**src/button_gesture_and_blink_code_top_macros.svh**
```systemverilog
// ---------------------------------------------------------------------------
// Assertion macros for the button gesture and blink code block
// Two property shapes: same-cycle implication and next-cycle implication.
// ---------------------------------------------------------------------------
`ifndef BUTTON_GESTURE_AND_BLINK_CODE_TOP_MACROS_SVH
`define BUTTON_GESTURE_AND_BLINK_CODE_TOP_MACROS_SVH

// ante holds -> cons holds in the same cycle
`define BGBC_ASSERT_IMP(label, clk, rst_n, ante, cons, msg) \
  label: assert property (@(posedge clk) disable iff (!rst_n) (ante) |-> (cons)) \
    else $error(msg);

// ante holds -> cons holds in the next cycle
`define BGBC_ASSERT_NXT(label, clk, rst_n, ante, cons, msg) \
  label: assert property (@(posedge clk) disable iff (!rst_n) (ante) |=> (cons)) \
    else $error(msg);

`endif

```
**src/bgbc_pkg.sv**
```systemverilog
// ---------------------------------------------------------------------------
// bgbc_pkg
// Shared types and constants of the button gesture and blink code block.
// ---------------------------------------------------------------------------
package bgbc_pkg;

  localparam int NOW_W       = 32;
  localparam int MS_W        = 16;
  localparam int PAUSE_W     = 8;
  localparam int BLK_W       = 9;
  localparam int PASS_W      = 3;
  localparam int CHECK_COUNT = 4;

  localparam int CFG_AW      = 5;
  localparam int CFG_DW      = 32;
  localparam int IN_TDATA_W  = 40;
  localparam int OUT_TDATA_W = 16;

  // register indexes (byte address / 4)
  localparam logic [2:0] REG_WINDOW    = 3'd0;
  localparam logic [2:0] REG_LONG_HOLD = 3'd1;
  localparam logic [2:0] REG_SINGLE_TO = 3'd2;
  localparam logic [2:0] REG_PAUSE     = 3'd3;
  localparam logic [2:0] REG_REPORT_EN = 3'd4;

  localparam logic [MS_W-1:0]    RST_WINDOW    = 16'd5000;
  localparam logic [MS_W-1:0]    RST_LONG_HOLD = 16'd3000;
  localparam logic [MS_W-1:0]    RST_SINGLE_TO = 16'd1500;
  localparam logic [PAUSE_W-1:0] RST_PAUSE     = 8'd4;
  localparam logic               RST_REPORT_EN = 1'b1;

  // input tdata bit positions
  localparam int IN_BUTTON_BIT = 32;
  localparam int IN_PILOT_BIT  = 33;
  localparam int IN_CURRENT_BIT = 34;
  localparam int IN_COOL_BIT   = 35;
  localparam int IN_ENABLE_BIT = 36;
  localparam int IN_ACTIVE_BIT = 37;

  // output tdata bit positions
  localparam int OUT_ACT_BIT  = 0;
  localparam int OUT_CAN_BIT  = 1;
  localparam int OUT_GW_BIT   = 2;
  localparam int OUT_GL_BIT   = 3;
  localparam int OUT_RW_BIT   = 4;
  localparam int OUT_RL_BIT   = 5;
  localparam int OUT_REP_BIT  = 6;
  localparam int OUT_TS_BIT   = 7;
  localparam int OUT_BUSY_BIT = 8;

  typedef struct packed {
    logic [MS_W-1:0]    window_ms;
    logic [MS_W-1:0]    long_hold_ms;
    logic [MS_W-1:0]    single_timeout_ms;
    logic [PAUSE_W-1:0] pause_ticks;
    logic               report_enabled;
  } cfg_t;

  typedef struct packed {
    logic load;    // capture the input beat
    logic expire;  // drop the oldest recorded press
    logic finish;  // commit the tick and load the result register
  } dp_cmd_t;

  typedef struct packed {
    logic expire_hit;  // oldest press is out of the window on a press tick
  } dp_sts_t;

  // last field in the lowest bit
  typedef struct packed {
    logic busy_res;
    logic test_started;
    logic report_pulse;
    logic red_level;
    logic red_write;
    logic green_level;
    logic green_write;
    logic cancel_pulse;
    logic activate_pulse;
  } result_t;

  localparam int RES_W = $bits(result_t);

endpackage

```
**src/bgbc_regs.sv**
```systemverilog
// ---------------------------------------------------------------------------
// bgbc_regs
// Configuration register file behind an APB-style port.
// ---------------------------------------------------------------------------
module bgbc_regs (
  input  logic                          clk,
  input  logic                          rst_n,
  input  logic                          cfg_psel,
  input  logic                          cfg_penable,
  input  logic                          cfg_pwrite,
  input  logic [bgbc_pkg::CFG_AW-1:0]   cfg_paddr,
  input  logic [bgbc_pkg::CFG_DW-1:0]   cfg_pwdata,
  output logic [bgbc_pkg::CFG_DW-1:0]   cfg_prdata,
  output logic                          cfg_pready,
  output bgbc_pkg::cfg_t                cfg
);

  bgbc_pkg::cfg_t cfg_r;
  bgbc_pkg::cfg_t cfg_nxt;
  logic [2:0]     reg_idx;
  logic           wr_en;

  assign cfg_pready = 1'b1;
  assign reg_idx    = cfg_paddr[4:2];
  assign wr_en      = cfg_psel & cfg_penable & cfg_pwrite & cfg_pready;
  assign cfg        = cfg_r;

  always_comb begin
    cfg_nxt = cfg_r;
    if (wr_en) begin
      case (reg_idx)
        bgbc_pkg::REG_WINDOW:    cfg_nxt.window_ms         = cfg_pwdata[bgbc_pkg::MS_W-1:0];
        bgbc_pkg::REG_LONG_HOLD: cfg_nxt.long_hold_ms      = cfg_pwdata[bgbc_pkg::MS_W-1:0];
        bgbc_pkg::REG_SINGLE_TO: cfg_nxt.single_timeout_ms = cfg_pwdata[bgbc_pkg::MS_W-1:0];
        bgbc_pkg::REG_PAUSE:     cfg_nxt.pause_ticks       = cfg_pwdata[bgbc_pkg::PAUSE_W-1:0];
        bgbc_pkg::REG_REPORT_EN: cfg_nxt.report_enabled    = cfg_pwdata[0];
        default: ;
      endcase
    end
  end

  always_ff @(posedge clk) begin
    if (!rst_n) begin
      cfg_r.window_ms         <= bgbc_pkg::RST_WINDOW;
      cfg_r.long_hold_ms      <= bgbc_pkg::RST_LONG_HOLD;
      cfg_r.single_timeout_ms <= bgbc_pkg::RST_SINGLE_TO;
      cfg_r.pause_ticks       <= bgbc_pkg::RST_PAUSE;
      cfg_r.report_enabled    <= bgbc_pkg::RST_REPORT_EN;
    end else begin
      cfg_r <= cfg_nxt;
    end
  end

  always_comb begin
    case (reg_idx)
      bgbc_pkg::REG_WINDOW:    cfg_prdata = {16'd0, cfg_r.window_ms};
      bgbc_pkg::REG_LONG_HOLD: cfg_prdata = {16'd0, cfg_r.long_hold_ms};
      bgbc_pkg::REG_SINGLE_TO: cfg_prdata = {16'd0, cfg_r.single_timeout_ms};
      bgbc_pkg::REG_PAUSE:     cfg_prdata = {24'd0, cfg_r.pause_ticks};
      bgbc_pkg::REG_REPORT_EN: cfg_prdata = {31'd0, cfg_r.report_enabled};
      default:                 cfg_prdata = '0;
    endcase
  end

endmodule

```
**src/bgbc_ctrl.sv**
```systemverilog
// ---------------------------------------------------------------------------
// bgbc_ctrl
// Sequencer: capture a tick, expire old presses one per cycle, commit.
// ---------------------------------------------------------------------------
module bgbc_ctrl (
  input  logic              clk,
  input  logic              rst_n,
  input  logic              in_tvalid,
  output logic              in_tready,
  output logic              out_tvalid,
  input  logic              out_tready,
  input  bgbc_pkg::dp_sts_t sts,
  output bgbc_pkg::dp_cmd_t cmd
);

  localparam logic [1:0] S_IDLE   = 2'd0;
  localparam logic [1:0] S_EXPIRE = 2'd1;
  localparam logic [1:0] S_DONE   = 2'd2;

  logic [1:0] state_r, state_nxt;
  logic       out_valid_r, out_valid_nxt;
  logic       slot_free;

  assign in_tready  = (state_r == S_IDLE);
  assign out_tvalid = out_valid_r;
  assign slot_free  = !out_valid_r || out_tready;

  always_comb begin
    state_nxt  = state_r;
    cmd        = '0;
    case (state_r)
      S_IDLE: begin
        if (in_tvalid) begin
          cmd.load  = 1'b1;
          state_nxt = S_EXPIRE;
        end
      end
      S_EXPIRE: begin
        if (sts.expire_hit) begin
          cmd.expire = 1'b1;
        end else begin
          state_nxt = S_DONE;
        end
      end
      S_DONE: begin
        if (slot_free) begin
          cmd.finish = 1'b1;
          state_nxt  = S_IDLE;
        end
      end
      default: state_nxt = S_IDLE;
    endcase
  end

  always_comb begin
    if (cmd.finish) begin
      out_valid_nxt = 1'b1;
    end else if (out_tready) begin
      out_valid_nxt = 1'b0;
    end else begin
      out_valid_nxt = out_valid_r;
    end
  end

  always_ff @(posedge clk) begin
    if (!rst_n) begin
      state_r     <= S_IDLE;
      out_valid_r <= 1'b0;
    end else begin
      state_r     <= state_nxt;
      out_valid_r <= out_valid_nxt;
    end
  end

endmodule

```
**src/bgbc_dp.sv**
```systemverilog
// ---------------------------------------------------------------------------
// bgbc_dp
// Datapath: press history, gesture timers, blink sequencer, result register.
// ---------------------------------------------------------------------------
module bgbc_dp #(
  parameter int TRIGGER_PRESSES = 5
) (
  input  logic                              clk,
  input  logic                              rst_n,
  input  logic [bgbc_pkg::IN_TDATA_W-1:0]   in_tdata,
  input  bgbc_pkg::cfg_t                    cfg,
  input  bgbc_pkg::dp_cmd_t                 cmd,
  output bgbc_pkg::dp_sts_t                 sts,
  output bgbc_pkg::result_t                 res
);

  localparam int CNT_W = $clog2(TRIGGER_PRESSES + 1);
  localparam int IDX_W = $clog2(TRIGGER_PRESSES);
  localparam int NW    = bgbc_pkg::NOW_W;
  localparam int BW    = bgbc_pkg::BLK_W;

  // captured tick
  logic [NW-1:0] now_r;
  logic          down_r;
  logic [3:0]    checks_r;
  logic          active_r;

  logic [NW-1:0]    hist_r [TRIGGER_PRESSES];
  logic [CNT_W-1:0] total_r, total_nxt;
  logic             prev_down_r, prev_down_nxt;
  logic             single_wait_r, single_wait_nxt;
  logic [NW-1:0]    single_stamp_r, single_stamp_nxt;
  logic [NW-1:0]    hold_stamp_r, hold_stamp_nxt;
  logic             hold_tracking_r, hold_tracking_nxt;
  logic             hold_fired_r, hold_fired_nxt;
  logic             blink_mode_r, blink_mode_nxt;
  logic [BW-1:0]    blink_count_r, blink_count_nxt;
  logic [BW-1:0]    green_end_r, green_end_nxt;
  logic [BW-1:0]    red_start_r, red_start_nxt;
  logic [BW-1:0]    blink_total_r, blink_total_nxt;
  logic             report_wait_r, report_wait_nxt;
  bgbc_pkg::result_t res_r, res_nxt;

  logic                        rise;
  logic                        room;
  logic [CNT_W-1:0]            pushed;
  logic [NW-1:0]               age;
  logic [NW-1:0]               hold_elapsed;
  logic [NW-1:0]               single_elapsed;
  logic [bgbc_pkg::PASS_W-1:0] passed;
  logic [bgbc_pkg::PASS_W-1:0] failed;
  logic [BW-1:0]               green2;
  logic [BW-1:0]               fail2;

  assign rise   = down_r && !prev_down_r;
  assign room   = total_r < CNT_W'(TRIGGER_PRESSES);
  assign age    = now_r - hist_r[0];
  assign sts.expire_hit = !blink_mode_r && rise && (total_r != '0) &&
                          (age > {16'd0, cfg.window_ms});
  assign res    = res_r;

  assign passed = bgbc_pkg::PASS_W'(checks_r[0]) + bgbc_pkg::PASS_W'(checks_r[1]) +
                  bgbc_pkg::PASS_W'(checks_r[2]) + bgbc_pkg::PASS_W'(checks_r[3]);
  assign failed = bgbc_pkg::PASS_W'(bgbc_pkg::CHECK_COUNT) - passed;
  assign green2 = {5'd0, passed, 1'b0};
  assign fail2  = {5'd0, failed, 1'b0};
  assign pushed = room ? total_r + CNT_W'(1) : total_r;

  always_comb begin
    total_nxt         = total_r;
    prev_down_nxt     = prev_down_r;
    single_wait_nxt   = single_wait_r;
    single_stamp_nxt  = single_stamp_r;
    hold_stamp_nxt    = hold_stamp_r;
    hold_tracking_nxt = hold_tracking_r;
    hold_fired_nxt    = hold_fired_r;
    blink_mode_nxt    = blink_mode_r;
    blink_count_nxt   = blink_count_r;
    green_end_nxt     = green_end_r;
    red_start_nxt     = red_start_r;
    blink_total_nxt   = blink_total_r;
    report_wait_nxt   = report_wait_r;
    res_nxt           = '0;
    hold_elapsed      = '0;
    single_elapsed    = '0;

    if (blink_mode_r) begin
      if (blink_count_r < green_end_r) begin
        res_nxt.green_write = 1'b1;
        res_nxt.green_level = !blink_count_r[0];
        blink_count_nxt     = blink_count_r + BW'(1);
      end else if (blink_count_r < red_start_r) begin
        // dark pause: both lamps driven off
        res_nxt.green_write = 1'b1;
        res_nxt.red_write   = 1'b1;
        blink_count_nxt     = blink_count_r + BW'(1);
      end else if (blink_count_r < blink_total_r) begin
        res_nxt.red_write = 1'b1;
        res_nxt.red_level = !(blink_count_r[0] ^ red_start_r[0]);
        blink_count_nxt   = blink_count_r + BW'(1);
      end else begin
        res_nxt.green_write = 1'b1;
        res_nxt.red_write   = 1'b1;
        if (report_wait_r && cfg.report_enabled) begin
          res_nxt.report_pulse = 1'b1;
          report_wait_nxt      = 1'b0;
        end
        blink_mode_nxt = 1'b0;
      end
    end else begin
      if (rise) begin
        if (pushed >= CNT_W'(TRIGGER_PRESSES)) begin
          total_nxt       = '0;
          single_wait_nxt = 1'b0;
          green_end_nxt   = green2;
          if (passed == '0) begin
            red_start_nxt   = '0;
            blink_total_nxt = fail2;
          end else if (failed == '0) begin
            red_start_nxt   = green2;
            blink_total_nxt = green2;
          end else begin
            red_start_nxt   = green2 + {1'b0, cfg.pause_ticks};
            blink_total_nxt = green2 + {1'b0, cfg.pause_ticks} + fail2;
          end
          report_wait_nxt      = failed != '0;
          blink_count_nxt      = '0;
          blink_mode_nxt       = 1'b1;
          res_nxt.test_started = 1'b1;
        end else if (pushed == CNT_W'(1)) begin
          total_nxt        = pushed;
          single_wait_nxt  = 1'b1;
          single_stamp_nxt = now_r;
        end else begin
          total_nxt       = pushed;
          single_wait_nxt = 1'b0;
        end
        hold_stamp_nxt    = now_r;
        hold_tracking_nxt = 1'b1;
        hold_fired_nxt    = 1'b0;
      end
      if (!down_r && prev_down_r) begin
        hold_tracking_nxt = 1'b0;
      end
      hold_elapsed = now_r - hold_stamp_nxt;
      if (down_r && hold_tracking_nxt && !hold_fired_nxt &&
          hold_elapsed >= {16'd0, cfg.long_hold_ms}) begin
        hold_fired_nxt       = 1'b1;
        single_wait_nxt      = 1'b0;
        total_nxt            = '0;
        res_nxt.cancel_pulse = active_r;
      end
      single_elapsed = now_r - single_stamp_nxt;
      if (single_wait_nxt && !down_r &&
          single_elapsed >= {16'd0, cfg.single_timeout_ms}) begin
        single_wait_nxt        = 1'b0;
        total_nxt              = '0;
        res_nxt.activate_pulse = 1'b1;
      end
      prev_down_nxt = down_r;
    end
    res_nxt.busy_res = blink_mode_nxt;
  end

  // input capture and result register: payload, no reset
  always_ff @(posedge clk) begin
    if (cmd.load) begin
      now_r    <= in_tdata[NW-1:0];
      down_r   <= in_tdata[bgbc_pkg::IN_BUTTON_BIT];
      checks_r <= in_tdata[bgbc_pkg::IN_ENABLE_BIT:bgbc_pkg::IN_PILOT_BIT];
      active_r <= in_tdata[bgbc_pkg::IN_ACTIVE_BIT];
    end
    if (cmd.finish) begin
      res_r <= res_nxt;
    end
  end

  // history shifts toward slot 0 on expiry; a new press lands at the fill level
  always_ff @(posedge clk) begin
    if (cmd.expire) begin
      for (int i = 1; i < TRIGGER_PRESSES; i++) begin
        hist_r[i-1] <= hist_r[i];
      end
    end else if (cmd.finish && !blink_mode_r && rise && room) begin
      hist_r[total_r[IDX_W-1:0]] <= now_r;
    end
  end

  always_ff @(posedge clk) begin
    if (!rst_n) begin
      total_r         <= '0;
      prev_down_r     <= 1'b0;
      single_wait_r   <= 1'b0;
      single_stamp_r  <= '0;
      hold_stamp_r    <= '0;
      hold_tracking_r <= 1'b0;
      hold_fired_r    <= 1'b0;
      blink_mode_r    <= 1'b0;
      blink_count_r   <= '0;
      green_end_r     <= '0;
      red_start_r     <= '0;
      blink_total_r   <= '0;
      report_wait_r   <= 1'b0;
    end else if (cmd.expire) begin
      total_r <= total_r - CNT_W'(1);
    end else if (cmd.finish) begin
      total_r         <= total_nxt;
      prev_down_r     <= prev_down_nxt;
      single_wait_r   <= single_wait_nxt;
      single_stamp_r  <= single_stamp_nxt;
      hold_stamp_r    <= hold_stamp_nxt;
      hold_tracking_r <= hold_tracking_nxt;
      hold_fired_r    <= hold_fired_nxt;
      blink_mode_r    <= blink_mode_nxt;
      blink_count_r   <= blink_count_nxt;
      green_end_r     <= green_end_nxt;
      red_start_r     <= red_start_nxt;
      blink_total_r   <= blink_total_nxt;
      report_wait_r   <= report_wait_nxt;
    end
  end

endmodule

```
**src/button_gesture_and_blink_code_top.sv**
```systemverilog
// ---------------------------------------------------------------------------
// button_gesture_and_blink_code_top
// Button gesture recognizer and self-test blink-code player, one result beat
// per tick beat. A tick is captured on acceptance; the controller then steps
// through its expire and done states, and the result register is loaded in
// the done state before the next tick is taken. A press tick stays in the
// expire state while stale presses are dropped from the history, at most
// TRIGGER_PRESSES - 1 of them; the expiry sequencer in the controller drops
// one press per cycle. A finished result waits in the output register while
// the next tick is taken. That tick then holds in its commit step until the
// waiting beat leaves. Gestures: lone press (activate after the release
// timeout), long hold (cancel while charging), TRIGGER_PRESSES presses
// inside the window (self-test with green/red blink code and an optional
// failure report).
// ---------------------------------------------------------------------------
`include "button_gesture_and_blink_code_top_macros.svh"

module button_gesture_and_blink_code_top #(
  parameter int TRIGGER_PRESSES = 5
) (
  input  logic                               clk,
  input  logic                               rst_n,
  // in_tdata: [31:0] now_ms, [32] button_down, [33] pilot_ok, [34] current_ok,
  //           [35] cool_ok, [36] enable_ok, [37] charge_active, [39:38] zero
  input  logic                               in_tvalid,
  output logic                               in_tready,
  input  logic [bgbc_pkg::IN_TDATA_W-1:0]    in_tdata,
  // out_tdata: [0] activate_pulse, [1] cancel_pulse, [2] green_write,
  //            [3] green_level, [4] red_write, [5] red_level, [6] report_pulse,
  //            [7] test_started, [8] busy_res, [15:9] zero
  output logic                               out_tvalid,
  input  logic                               out_tready,
  output logic [bgbc_pkg::OUT_TDATA_W-1:0]   out_tdata,
  input  logic                               cfg_psel,
  input  logic                               cfg_penable,
  input  logic                               cfg_pwrite,
  input  logic [bgbc_pkg::CFG_AW-1:0]        cfg_paddr,
  input  logic [bgbc_pkg::CFG_DW-1:0]        cfg_pwdata,
  output logic [bgbc_pkg::CFG_DW-1:0]        cfg_prdata,
  output logic                               cfg_pready
);

  bgbc_pkg::cfg_t    cfg;
  bgbc_pkg::dp_cmd_t cmd;
  bgbc_pkg::dp_sts_t sts;
  bgbc_pkg::result_t res;

  logic in_beat;
  logic test_beat;
  logic lamp_ok;
  logic gesture_ok;

  bgbc_regs u_regs (
    .clk         (clk),
    .rst_n       (rst_n),
    .cfg_psel    (cfg_psel),
    .cfg_penable (cfg_penable),
    .cfg_pwrite  (cfg_pwrite),
    .cfg_paddr   (cfg_paddr),
    .cfg_pwdata  (cfg_pwdata),
    .cfg_prdata  (cfg_prdata),
    .cfg_pready  (cfg_pready),
    .cfg         (cfg)
  );

  bgbc_ctrl u_ctrl (
    .clk        (clk),
    .rst_n      (rst_n),
    .in_tvalid  (in_tvalid),
    .in_tready  (in_tready),
    .out_tvalid (out_tvalid),
    .out_tready (out_tready),
    .sts        (sts),
    .cmd        (cmd)
  );

  bgbc_dp #(
    .TRIGGER_PRESSES (TRIGGER_PRESSES)
  ) u_dp (
    .clk      (clk),
    .rst_n    (rst_n),
    .in_tdata (in_tdata),
    .cfg      (cfg),
    .cmd      (cmd),
    .sts      (sts),
    .res      (res)
  );

  assign out_tdata = {(bgbc_pkg::OUT_TDATA_W - bgbc_pkg::RES_W)'(0), res};

  assign in_beat    = in_tvalid && in_tready;
  assign test_beat  = out_tvalid && res.test_started;
  assign lamp_ok    = (res.green_write || !res.green_level) &&
                      (res.red_write || !res.red_level);
  assign gesture_ok = !(res.activate_pulse && (res.cancel_pulse || res.test_started));

  // a captured tick is always worked on before the next one is taken
  `BGBC_ASSERT_NXT(a_busy_after_accept, clk, rst_n, in_beat, !in_tready, "tick taken while busy")
  // a started self-test means blink mode afterwards
  `BGBC_ASSERT_IMP(a_test_busy, clk, rst_n, test_beat, res.busy_res, "test without busy")
  // a lamp level is only ever on when that lamp is driven
  `BGBC_ASSERT_IMP(a_level_write, clk, rst_n, out_tvalid, lamp_ok, "lamp level without write")
  // an activate never comes with a cancel or a self-test start
  `BGBC_ASSERT_IMP(a_gesture_excl, clk, rst_n, out_tvalid, gesture_ok, "gesture clash")

endmodule

```
**config.mk**
```make
export PLATFORM = sky130hd
export DESIGN_NAME = button_gesture_and_blink_code_top
export DESIGN_NICKNAME = d
export VERILOG_FILES = /design/src/bgbc_pkg.sv /design/src/bgbc_regs.sv /design/src/bgbc_ctrl.sv /design/src/bgbc_dp.sv /design/src/button_gesture_and_blink_code_top.sv
export VERILOG_INCLUDE_DIRS = /design/src /design/src/src
export SDC_FILE = /design/constraint.sdc
export NUM_CORES = 1
export LEC_CHECK = 0
export BUFFER_PORTS_ARGS = -buffer_cell sky130_fd_sc_hd__buf_2
export CAP_MARGIN = 20
export CORE_MARGIN = 2
export CORE_UTILIZATION = 55
export DETAILED_ROUTE_END_ITERATION = 8
export PLACE_DENSITY = 0.73
export SYNTH_ARGS = -nofsm -noshare
export SYNTH_HDL_FRONTEND = slang
export SYNTH_SLANG_ARGS = --single-unit
```
**constraint.sdc**
```tcl
create_clock -name clk -period 13.11 [get_ports clk]
set_clock_uncertainty 0.2 [all_clocks]
set_input_delay 2.622 -clock clk [delete_from_list [all_inputs] [get_ports clk]]
set_output_delay 2.622 -clock clk [all_outputs]
set_load 0.03 [all_outputs]
```
==> flow_summary.yaml, run 1 <==
final_layout:
  antenna_cells: 0
  final_common_cell: "nand2_1"
  utilization: 0.607
  fillCellCount: 3520
  area_delta_synth_final_pct: 9.36
  stdcell_area_um2: 25300
  finalNetCount: 2737
  layout_common_cells: "nand2_1 (248), edfxtp_1 (207), nor2_1 (206)"
  drive_above_1_share: 0.144
logic_synthesis:
  synthMuxAreaShare: 0.101
  synthArstFlopShare: 0
  netlist_instances: 2434
  synth_area_um2: 23200
  synth-simple-area-share: 0.141
  syn_area_per_cell_um2: 9.52
  yosys.area.top_type: "edfxtp_1"
  ys_warn_count: 0
  synth_compound_area_frac: 0.169
  synth_edf_count: 207
  yosys-top-cells-area: "edfxtp_1 (27%), dfxtp_1 (14%), ha_1 (8.9%)"
  synth_top_area_share: 0.268
  synth.lib_cells_used.distinct: 98
  yosysSeqAreaShare: 0.408
  synth_top_family_by_area: "compound AO/OA/AOI/OAI gates"
  ys.flop_type: "edfxtp_1"
  yosys.area_share.xor_xnor: 0.0332
  synth-adder-area-share: 0.0939
  synth-seq-cells: 369
detailed_routing:
  wl_mm: 61.3
  drc: 0
  firstDrtPassIters: 5
  dr.first_iter.drc_count: 1522
  vias: 18561
  wl_per_cell_um: 20.1
  avgViaCountPerCell: 6.08
  ant_nets: 0
hold_path:
  min_path_cells: 2
  min_path_type: "reg2reg"
  min_to: "u_dp.red_start_r[8]"
  hp-start: "u_dp.red_start_r[8]"
floorplan:
  core_area_um2: 41800
  dieArea_um2: 43800
  ioPinCount: 135
  num_rows: 75
  initial_utilization: 0.555
  die_h_um: 209
  die_w_um: 209
place:
  dpl_cell_area_um2: 24000
  dp_hpwl_mm: 43.9
  gp_congestion: 0.945
  port_buffers: 90
worst_setup_path:
  slowest_stage: "dfxtp_1"
  critPathMaxStageDelay_ns: 0.71
  worstSetupPathType: "reg2reg"
  r2r_end: "u_dp.total_r[1]"
  crit_family: "simple AND/OR/NAND/NOR gates"
  rrSetupSlack_ns: 5.74
  critical_path_arrival_ns: 7.63
  crit_start: "u_dp.total_r[0]"
  cp_max_fo: 27
  crit_required_ns: 13.37
  crit_path_start_kind: "register"
  cp-end-kind: "register"
  r2r_cells: 27
  cpMostUsedCell: "nand2_1"
  cp_num_buf_inv: 2
  rr_startpoint: "u_dp.total_r[0]"
power_and_ir_drop:
  ir_drop_v: 0.000117
  leakagePower_nw: 9.74
  p_per_area_nw_per_um2: 135
global_route:
  grt_max_degree: 109
  grt_overflow: 0
  grtUsageTotal: 0.277
  grt_antenna_before_repair: 0
  first_global_vias: 17619
  grt_pass1_wl_mm: 96.1
sta:
  finalCriticalPeriod_ns: 7.37
  period_share: 0.562
  finalMaxSlewViolations: 0
  setup_viol: 0
  rsz0062_at_grt: "false"
  hold_viol_final: 0
  clock.fmax_mhz: 136
  tns_ns: 0
  hold-worst-slack_ns: 0.250
  maxSlewHeadroom: 0.283
  worst_pin_slew_ns: 1.05
clock_network:
  clk_latency_ns: 0.57
  cts_buffers: 42
  cts-root-buf: "clkbuf_16"
  clkTransAtPathRegs_ns: 0.06
  post_cts_buffers: 0
  cts_num_sinks: 369
  cts_tree: "built"
  clk_path_buf_depth: 3
  holdBufCountCts: 0
  post_cts_resized: 0
  htree_levels: 2
flow_run:
  maxCapViolCount: 0
outcome:
  outcome: "finished, final reports clean"
## power breakdown
part	internal (mW)	leakage [nW]	switching, mW
Clock	0.670	0.652	0.473
Sequential	1.28	3.20	0.0460
Combinational	0.364	5.89	0.583
## per-layer routing
layer  wire, um  track usage  part of all wire
met1      27400        0.379              0.45
met2      28300        0.453              0.46
met3       3470       0.0334             0.057
met4       2010        0.103             0.033
met5          0            0                 0
## Yosys cell counts, types with 24 or more instances
cell type and count:
a211oi_1 70, a21o_1 39, a21oi_1 201, buf_4 26, clkbuf_1 77, dfxtp_1 162
edfxtp_1 207, ha_1 165, inv_1 159, mux2_2 128, mux2i_1 71, nand2_1 248
nand2b_1 34, nand3_1 45, nor2_1 208, nor2b_1 35, nor3_1 45, o211ai_1 33
o21a_1 24, o21ai_0 88, xnor2_1 47, xor2_1 37
## worst reg2reg max path: stages, from the launching register on
cell and delay, ns:
dfxtp_1 0.71, inv_1 0.10, ha_1 0.39, nor4_4 0.28, nand2_2 0.36, o21ai_0 0.37, ha_1 0.37, inv_1 0.13
or3_1 0.37, and4_1 0.23, o22ai_1 0.28, nand2_1 0.24, nand2_1 0.10, nand2_1 0.06, xor2_1 0.17, ha_1 0.30
nand3_1 0.08, nand2_1 0.05, a2111oi_0 0.41, o31a_1 0.20, o221ai_1 0.10, nor3_1 0.18, o2111ai_1 0.15, nand4b_1 0.22
or4_4 0.59, a21oi_4 0.23, o21ai_2 0.09, nor4_2 0.30
## worst max path at each step
stage	depth (start not counted)	slack, ns	endpoint
after global placement	21	5.99	u_dp.hist_r[3][5]
after floorplan	8	6.42	u_dp.hist_r[1][0]
after global routing	21	5.21	u_dp.hist_r[3][7]
after CTS	21	5.78	u_dp.hist_r[3][8]
after detailed placement	21	5.82	u_dp.hist_r[3][4]
final	27	5.74	u_dp.total_r[1]
## per-stage QoR
step | cells | setup WS, ns | power, mW
floorplan | 2456 | 6.42 | 2.04
global placement | 2976 | 5.99 | 2.25
detailed placement | 2976 | 5.82 | 2.27
CTS | 3050 | 5.78 | 3.42
global route | 3052 | 5.21 | 3.57
finish | 3052 | 5.74 | 3.41
## registers in the layout (all words and copies together) (netlist names), 2 cells and up
name / cells
u_dp.blink_total_r: 9
u_regs.cfg: 57
u_dp.red_start_r: 8
u_dp.blink_count_r: 9
u_dp.total_r: 3
u_ctrl.state_r: 2
u_dp.res: 9
u_dp.hist_r: 160
u_dp.hold_stamp_r: 32
u_dp.checks_r: 4
u_dp.single_stamp_r: 32
u_dp.green_end_r: 3
u_dp.now_r: 32
## cells by family after synthesis
kind of cell / count (synthesis)
buf+inv: 292
xor+xnor: 86
simple gates: 711
mux: 208
compound gates: 595
flops: 369
other cells: 2
fa+ha+maj: 171
## cell type report
class | count | area (um2) | share of cell area
Clock buffer | 59 | 1230 | 0.0484
Clock inverter | 15 | 106 | 0.00420
Tap cell | 539 | 674 | 0.0266
Timing Repair Buffer | 116 | 671 | 0.0265
Multi-Input combinational cell | 1795 | 12600 | 0.497
Sequential cell | 369 | 9460 | 0.373
Inverter | 159 | 599 | 0.0237
(Power assumes the default switching activity.)
==> inputs of run 2 (changes only) <==
- PLACE_DENSITY: 0.73 -> 0.76
- clock period: 13.11 -> 6.5 ns (I/O delays scaled with it)
==> run 2 against run 1 <==
Power grew 110%. Via count grew 0.30%. Largest cell class unchanged. Non-clock buffer count grew 13. Register-to-register slack lost 5.4 ns. Sequential power grew 100%. Sequential share of layout area shrank 0.35 points. Die area is the same. Clock power grew 120%. Core utilization grew 0.58 points. Worst hold slack gained 0.0051 ns. Highest routed layer unchanged. Wire length grew 0.81%. Critical endpoint unchanged.
==> flow_summary.yaml, run 2 (synthesis results as in run 1) <==
outcome:
  outcome: "finished, final reports clean"
worst_setup_path:
  crit_path_start_kind: "register"
  rrSetupSlack_ns: 0.33
  crit_required_ns: 6.78
  cp_num_buf_inv: 2
  crit_end: "u_dp.total_r[1]"
  critical_path_arrival_ns: 6.44
  rr_startpoint: "u_dp.down_r"
  r2r_cells: 25
  r2r_end: "u_dp.total_r[1]"
  critPathMaxStageDelay_ns: 0.46
  cp-end-kind: "register"
  crit_family: "compound AO/OA/AOI/OAI gates"
  crit_cells: 25
  cp_max_fo: 8
  slowest_stage: "edfxtp_1"
  crit_start: "u_dp.down_r"
  worstSetupPathType: "reg2reg"
place:
  dp_hpwl_mm: 44.9
  port_buffers: 90
  preCtsSetupSlack_ns: 0.396
  gp_congestion: 0.939
global_route:
  grt_max_degree: 77
  grt_overflow: 0
  grtUsageTotal: 0.281
  grt_pass1_wl_mm: 97.4
  first_global_vias: 18049
  grt_antenna_before_repair: 1
final_layout:
  fillCellCount: 3435
  area_delta_synth_final_pct: 10.4
  layout_common_cells: "nand2_1 (248), edfxtp_1 (207), nor2_1 (206)"
  drive_above_1_share: 0.153
  multiInputGateArea_um2: 12600
  finalNetCount: 2750
  regMostFlops: "u_dp.hist_r"
  largest_register_ffs: 160
  final_common_cell: "nand2_1"
  regArea_um2: 9460
floorplan:
  core_area_um2: 41800
  initial_utilization: 0.555
  dieArea_um2: 43800
  die_h_um: 209
  ioPinCount: 135
  num_rows: 75
  die_w_um: 209
power_and_ir_drop:
  clockPowerShare: 0.349
  p_sw_mw: 2.27
  p_per_area_nw_per_um2: 276
  leakagePower_nw: 9.86
  ir_drop_v: 0.000277
  power_mw: 7.06
  combPwrFrac: 0.273
  switching_share: 0.322
  seqPwrFrac: 0.378
  p_int_mw: 4.79
clock_network:
  cts_num_sinks: 369
  clk_latency_ns: 0.57
  clk_path_buf_depth: 3
  clkTransAtPathRegs_ns: 0.06
  cts_buffers: 42
  cts-root-buf: "clkbuf_16"
  htree_levels: 2
  cts_tree: "built"
sta:
  hold_viol_final: 0
  finalCriticalPeriod_ns: 6.17
  clock.fmax_mhz: 162
  finalMaxSlewViolations: 0
  setup_slack_ns: 0.334
  setup_viol: 0
  maxSlewHeadroom: 0.194
  worst_pin_slew_ns: 1.20
  rsz0062_at_grt: "false"
  period_share: 0.949
  tns_ns: 0
detailed_routing:
  vias: 18616
  wl_per_cell_um: 20.1
  avgViaCountPerCell: 6.07
  wl_mm: 61.7
  firstDrtPassIters: 6
  drc: 0
  dr.first_iter.drc_count: 1420
  ant_nets: 0
flow_run:
  maxCapViolCount: 0
hold_path:
  min_path_type: "reg2reg"
## run 2: cell count changes in the layout (fill, tap and decap cells not counted), moves of 2 or more
| cell | previous run | this run |
|---|---|---|
| clkinv_8 | 0 | 2 |
| clkinvlp_4 | 2 | 5 |
| bufinv_16 | 1 | 5 |
| buf_16 | 0 | 2 |
| clkbuf_16 | 44 | 42 |
| buf_4 | 24 | 36 |
| clkinv_1 | 5 | 3 |
| clkbuf_1 | 8 | 4 |
## run 2: layer usage
metal,up-vias,wire length [um],share of wire,track usage
met5,-,0,0,0
met4,0,2060,0.033,0.103
met3,114,3550,0.057,0.0392
met2,640,29100,0.47,0.468
met1,8967,27100,0.44,0.373
li1,8895,-,-,-
## run 2: through the flow
stage                     std cells  hold slack (ns)  utilization  area [um2]
final                          3068            0.255        0.613       25600
after global routing           3068            0.279        0.613       25600
after CTS                      3065            0.257        0.611       25500
after detailed placement       2989            0.248        0.577       24100
after global placement         2988            0.237        0.576       24100
after floorplan                2456            0.221            -       23200
## run 2: timing repair
item	4_1_cts	5_1_grt
gates resized for setup	0	3
hold buffers	0	0
endpoints found under the setup margin	0	20
setup buffers	0	0
## run 2: how the worst min path moves through the flow
stage,cells after the start,end,startpoint
CTS,2,u_dp.hold_stamp_r[0],u_dp.hold_stamp_r[0]
floorplan,0,u_dp.hist_r[4][31],u_dp.now_r[31]
finish,2,u_dp.blink_total_r[1],u_dp.blink_total_r[1]
global route,2,u_dp.hold_fired_r,u_dp.hold_fired_r
global placement,2,u_dp.hold_fired_r,u_dp.hold_fired_r
detailed placement,2,u_dp.hold_stamp_r[0],u_dp.hold_stamp_r[0]
## run 2: cell type report
type	instances	share of cell area
multi-input combinational	1795	0.493
sequential	369	0.370
clock buffer	52	0.0449
timing repair buffer	129	0.0311
tap	539	0.0264
inverter	159	0.0234
clock inverter	24	0.0113
antenna	1	0.0000978
## run 2: power groups by stage
stage                     registers [mW]  logic [mW]  clock network, mW
final                               2.67        1.93               2.47
after global routing                2.67        2.12               2.59
after CTS                           2.66        1.90               2.49
after detailed placement            2.71        1.88                  0
after global placement              2.71        1.83                  0
after floorplan                     2.67        1.45                  0
## run 2: worst reg2reg max path, stage by stage (launching register included)
cell and delay (ns):
edfxtp_1 0.46, nor2b_4 0.32, buf_4 0.26, mux2i_2 0.34
ha_1 0.28, nor2b_1 0.14, o31a_1 0.27, o31a_1 0.32
o21ai_0 0.17, nand2b_1 0.11, a21o_1 0.18, a21oi_1 0.16
xnor2_1 0.17, ha_1 0.29, a21o_1 0.18, a221o_1 0.32
a221oi_1 0.35, buf_4 0.21, nand4_1 0.10, nor2_1 0.12
o2111ai_1 0.10, nor3_1 0.20, a21oi_1 0.19, a21oi_4 0.24
o21ai_2 0.09, nor4_2 0.30
==> inputs of run 3 (changes only) <==
- ABC_AREA: not set -> 1
- CELL_PAD_IN_SITES_DETAIL_PLACEMENT: not set -> 2
- CELL_PAD_IN_SITES_GLOBAL_PLACEMENT: not set -> 2
- CORE_UTILIZATION: 55 -> 33
- PLACE_DENSITY: 0.76 -> not set
- PLACE_DENSITY_LB_ADDON: not set -> 0.1
==> run 3 against run 2 <==
Power is 2.5% higher. Die area increased by 71%. Core utilization decreased by 24 points. Synthesized cell count rose by 32%. Maximum frequency grew 9.4%. Via count grew 20%. Cell area increased by 5.6%. Area after synthesis grew 3.4%. Wire length is 52% higher. Combinational power increased by 4%. Clock-buffer cell count rose by 16.
==> flow_summary.yaml, run 3 <==
outcome:
  outcome: "finished, final reports clean"
logic_synthesis:
  yosys-top-cells-area: "edfxtp_1 (26%), dfxtp_1 (14%), nand2_1 (13%)"
  netlist_instances: 3216
  synthMuxAreaShare: 0
  yosysSeqAreaShare: 0.395
  synth-adder-area-share: 0.0904
  synth_edf_count: 207
  synth-simple-area-share: 0.238
  yosys.area.top_type: "edfxtp_1"
  synthArstFlopShare: 0
  ys_warn_count: 0
  synth_area_um2: 23900
  synth_top_family_by_area: "simple AND/OR/NAND/NOR gates"
  synth.lib_cells_used.distinct: 58
  ys.flop_type: "edfxtp_1"
  yosys.area_share.xor_xnor: 0.0212
  synth_compound_area_frac: 0.158
  synthTopCellsByCount: "nand2_1 (854), inv_1 (445), o21ai_0 (340), a21oi_1 (266), nor2_1 (221)"
  syn_area_per_cell_um2: 7.45
  synth-seq-cells: 369
  synth.most_common_cell: "nand2_1"
  synth_top_area_share: 0.260
detailed_routing:
  vias: 22333
  drc: 0
  wl_mm: 93.9
  wl_per_cell_um: 21.9
  avgViaCountPerCell: 5.20
  firstDrtPassIters: 5
  ant_nets: 0
  dr.first_iter.drc_count: 989
sta:
  hold-worst-slack_ns: 0.251
  finalCriticalPeriod_ns: 5.64
  clock.fmax_mhz: 177
  period_share: 0.867
  finalMaxSlewViolations: 0
  worst_pin_slew_ns: 1.02
  setup_slack_ns: 0.864
  maxSlewHeadroom: 0.319
  hold_viol_final: 0
  tns_ns: 0
  rsz0062_at_grt: "false"
  setup_viol: 0
worst_setup_path:
  worstSetupPathType: "reg2reg"
  crit_path_start_kind: "register"
  crit_end: "u_dp.total_r[2]"
  slowest_stage: "dfxtp_1"
  rr_startpoint: "u_dp.total_r[0]"
  critical_path_arrival_ns: 5.93
  cp_num_buf_inv: 3
  r2r_cells: 31
  crit_start: "u_dp.total_r[0]"
  r2r_end: "u_dp.total_r[2]"
  cpMostUsedCell: "nand2_1"
  cp_max_fo: 40
  critPathMaxStageDelay_ns: 0.51
  cp-end-kind: "register"
  crit_required_ns: 6.80
  crit_cells: 31
  rrSetupSlack_ns: 0.86
  crit_family: "simple AND/OR/NAND/NOR gates"
clock_network:
  htree_levels: 2
  clkTransAtPathRegs_ns: 0.06
  holdBufCountCts: 0
  cts_num_sinks: 369
  cts_buffers: 47
  post_cts_buffers: 0
  post_cts_resized: 0
  cts-root-buf: "clkbuf_16"
  cts_tree: "built"
  clk_latency_ns: 0.61
  clk_path_buf_depth: 3
power_and_ir_drop:
  combPwrFrac: 0.276
  ir_drop_v: 0.000216
  p_int_mw: 4.68
  clockPowerShare: 0.364
  switching_share: 0.353
  leakagePower_nw: 12.1
  power_mw: 7.23
  seqPwrFrac: 0.360
  p_per_area_nw_per_um2: 268
  p_sw_mw: 2.55
floorplan:
  initial_utilization: 0.334
  die_h_um: 273
  dieArea_um2: 74700
  ioPinCount: 135
  num_rows: 98
  core_area_um2: 71600
  die_w_um: 273
final_layout:
  stdcell_area_um2: 27000
  largest_register_ffs: 160
  regMostFlops: "u_dp.hist_r"
  antenna_cells: 0
  final_common_cell: "nand2_1"
  drive_above_1_share: 0.0906
  stdcell_count: 4295
  layout_common_cells: "nand2_1 (853), inv_1 (443), o21ai_0 (340)"
  area_delta_synth_final_pct: 12.8
  finalNetCount: 3561
  utilization: 0.377
place:
  gp_congestion: 0.923
  port_buffers: 90
  preCtsSetupSlack_ns: 0.884
  dp_hpwl_mm: 73.8
  dpl_cell_area_um2: 25500
  dp_cells: 4207
global_route:
  grt_antenna_before_repair: 5
  grt_overflow: 0
  grt_max_degree: 80
  first_global_vias: 24605
  grtUsageTotal: 0.252
  grt_pass1_wl_mm: 146
hold_path:
  min_path_type: "reg2reg"
flow_run:
  maxCapViolCount: 0
run 3: cell count changes after synthesis, sizes merged, moves of 28 or more:
cell    delta
inv      +304
nand3     +74
xnor2     -41
mux2i     -71
o21ai    +250
nor2b     -35
nor2      +28
nand2    +632
a21oi     +64
a21o      -34
mux2     -130
a211oi    -65
nand2b    -33
run 3: how the worst min path moves through the flow:
stage,start,to,slack (ns),cells after the start
final,u_dp.single_stamp_r[23],u_dp.single_stamp_r[23],0.25,2
after global routing,u_dp.hold_stamp_r[20],u_dp.hold_stamp_r[20],0.27,2
after CTS,u_dp.single_stamp_r[27],u_dp.single_stamp_r[27],0.25,2
after detailed placement,u_dp.single_stamp_r[27],u_dp.single_stamp_r[27],0.24,2
after global placement,u_dp.single_stamp_r[28],u_dp.single_stamp_r[28],0.23,2
after floorplan,u_dp.now_r[0],u_dp.hist_r[4][0],0.23,0
run 3: power by group through the flow:
stage | sequential (mW) | clock (mW) | combinational (mW)
finish | 2.60 | 2.63 | 2.00
global route | 2.61 | 2.79 | 2.26
CTS | 2.60 | 2.70 | 2.02
detailed placement | 2.65 | 0 | 2.00
global placement | 2.65 | 0 | 1.90
floorplan | 2.61 | 0 | 1.38
run 3: layout make-up:
class | instances | area [um2]
sequential | 369 | 9460
multi-input combinational | 2286 | 12300
clock buffer | 68 | 1350
clock inverter | 19 | 174
inverter | 468 | 1760
tap | 950 | 1190
fill | 8423 | 44600
timing repair buffer | 135 | 812
run 3: cells by family after synthesis:
kind of cell / after synthesis
adders and majority gates: 170
xor gates and xnor gates: 58
and+or+nand+nor: 1331
DFF: 369
AOI/OAI and AO/OA: 703
buffers and inverters: 583
other: 2
run 3: metal layers:
metal | global-route usage | up-vias | share of wire
met5 | 0 | - | 0.00014
met4 | 0.0620 | 2 | 0.023
met3 | 0.0252 | 111 | 0.026
met1 | 0.320 | 11275 | 0.45
met2 | 0.457 | 220 | 0.50
li1 | - | 10725 | -
run 3: worst reg2reg max path, delay by kind of cell, from the launching register on:
kind / cells / cell delay [ns]
simple gates: 21 / 2.38
flops: 1 / 0.51
compound gates: 3 / 0.40
fa+ha+maj: 3 / 1.09
xor+xnor: 1 / 0.30
buf+inv: 3 / 0.68
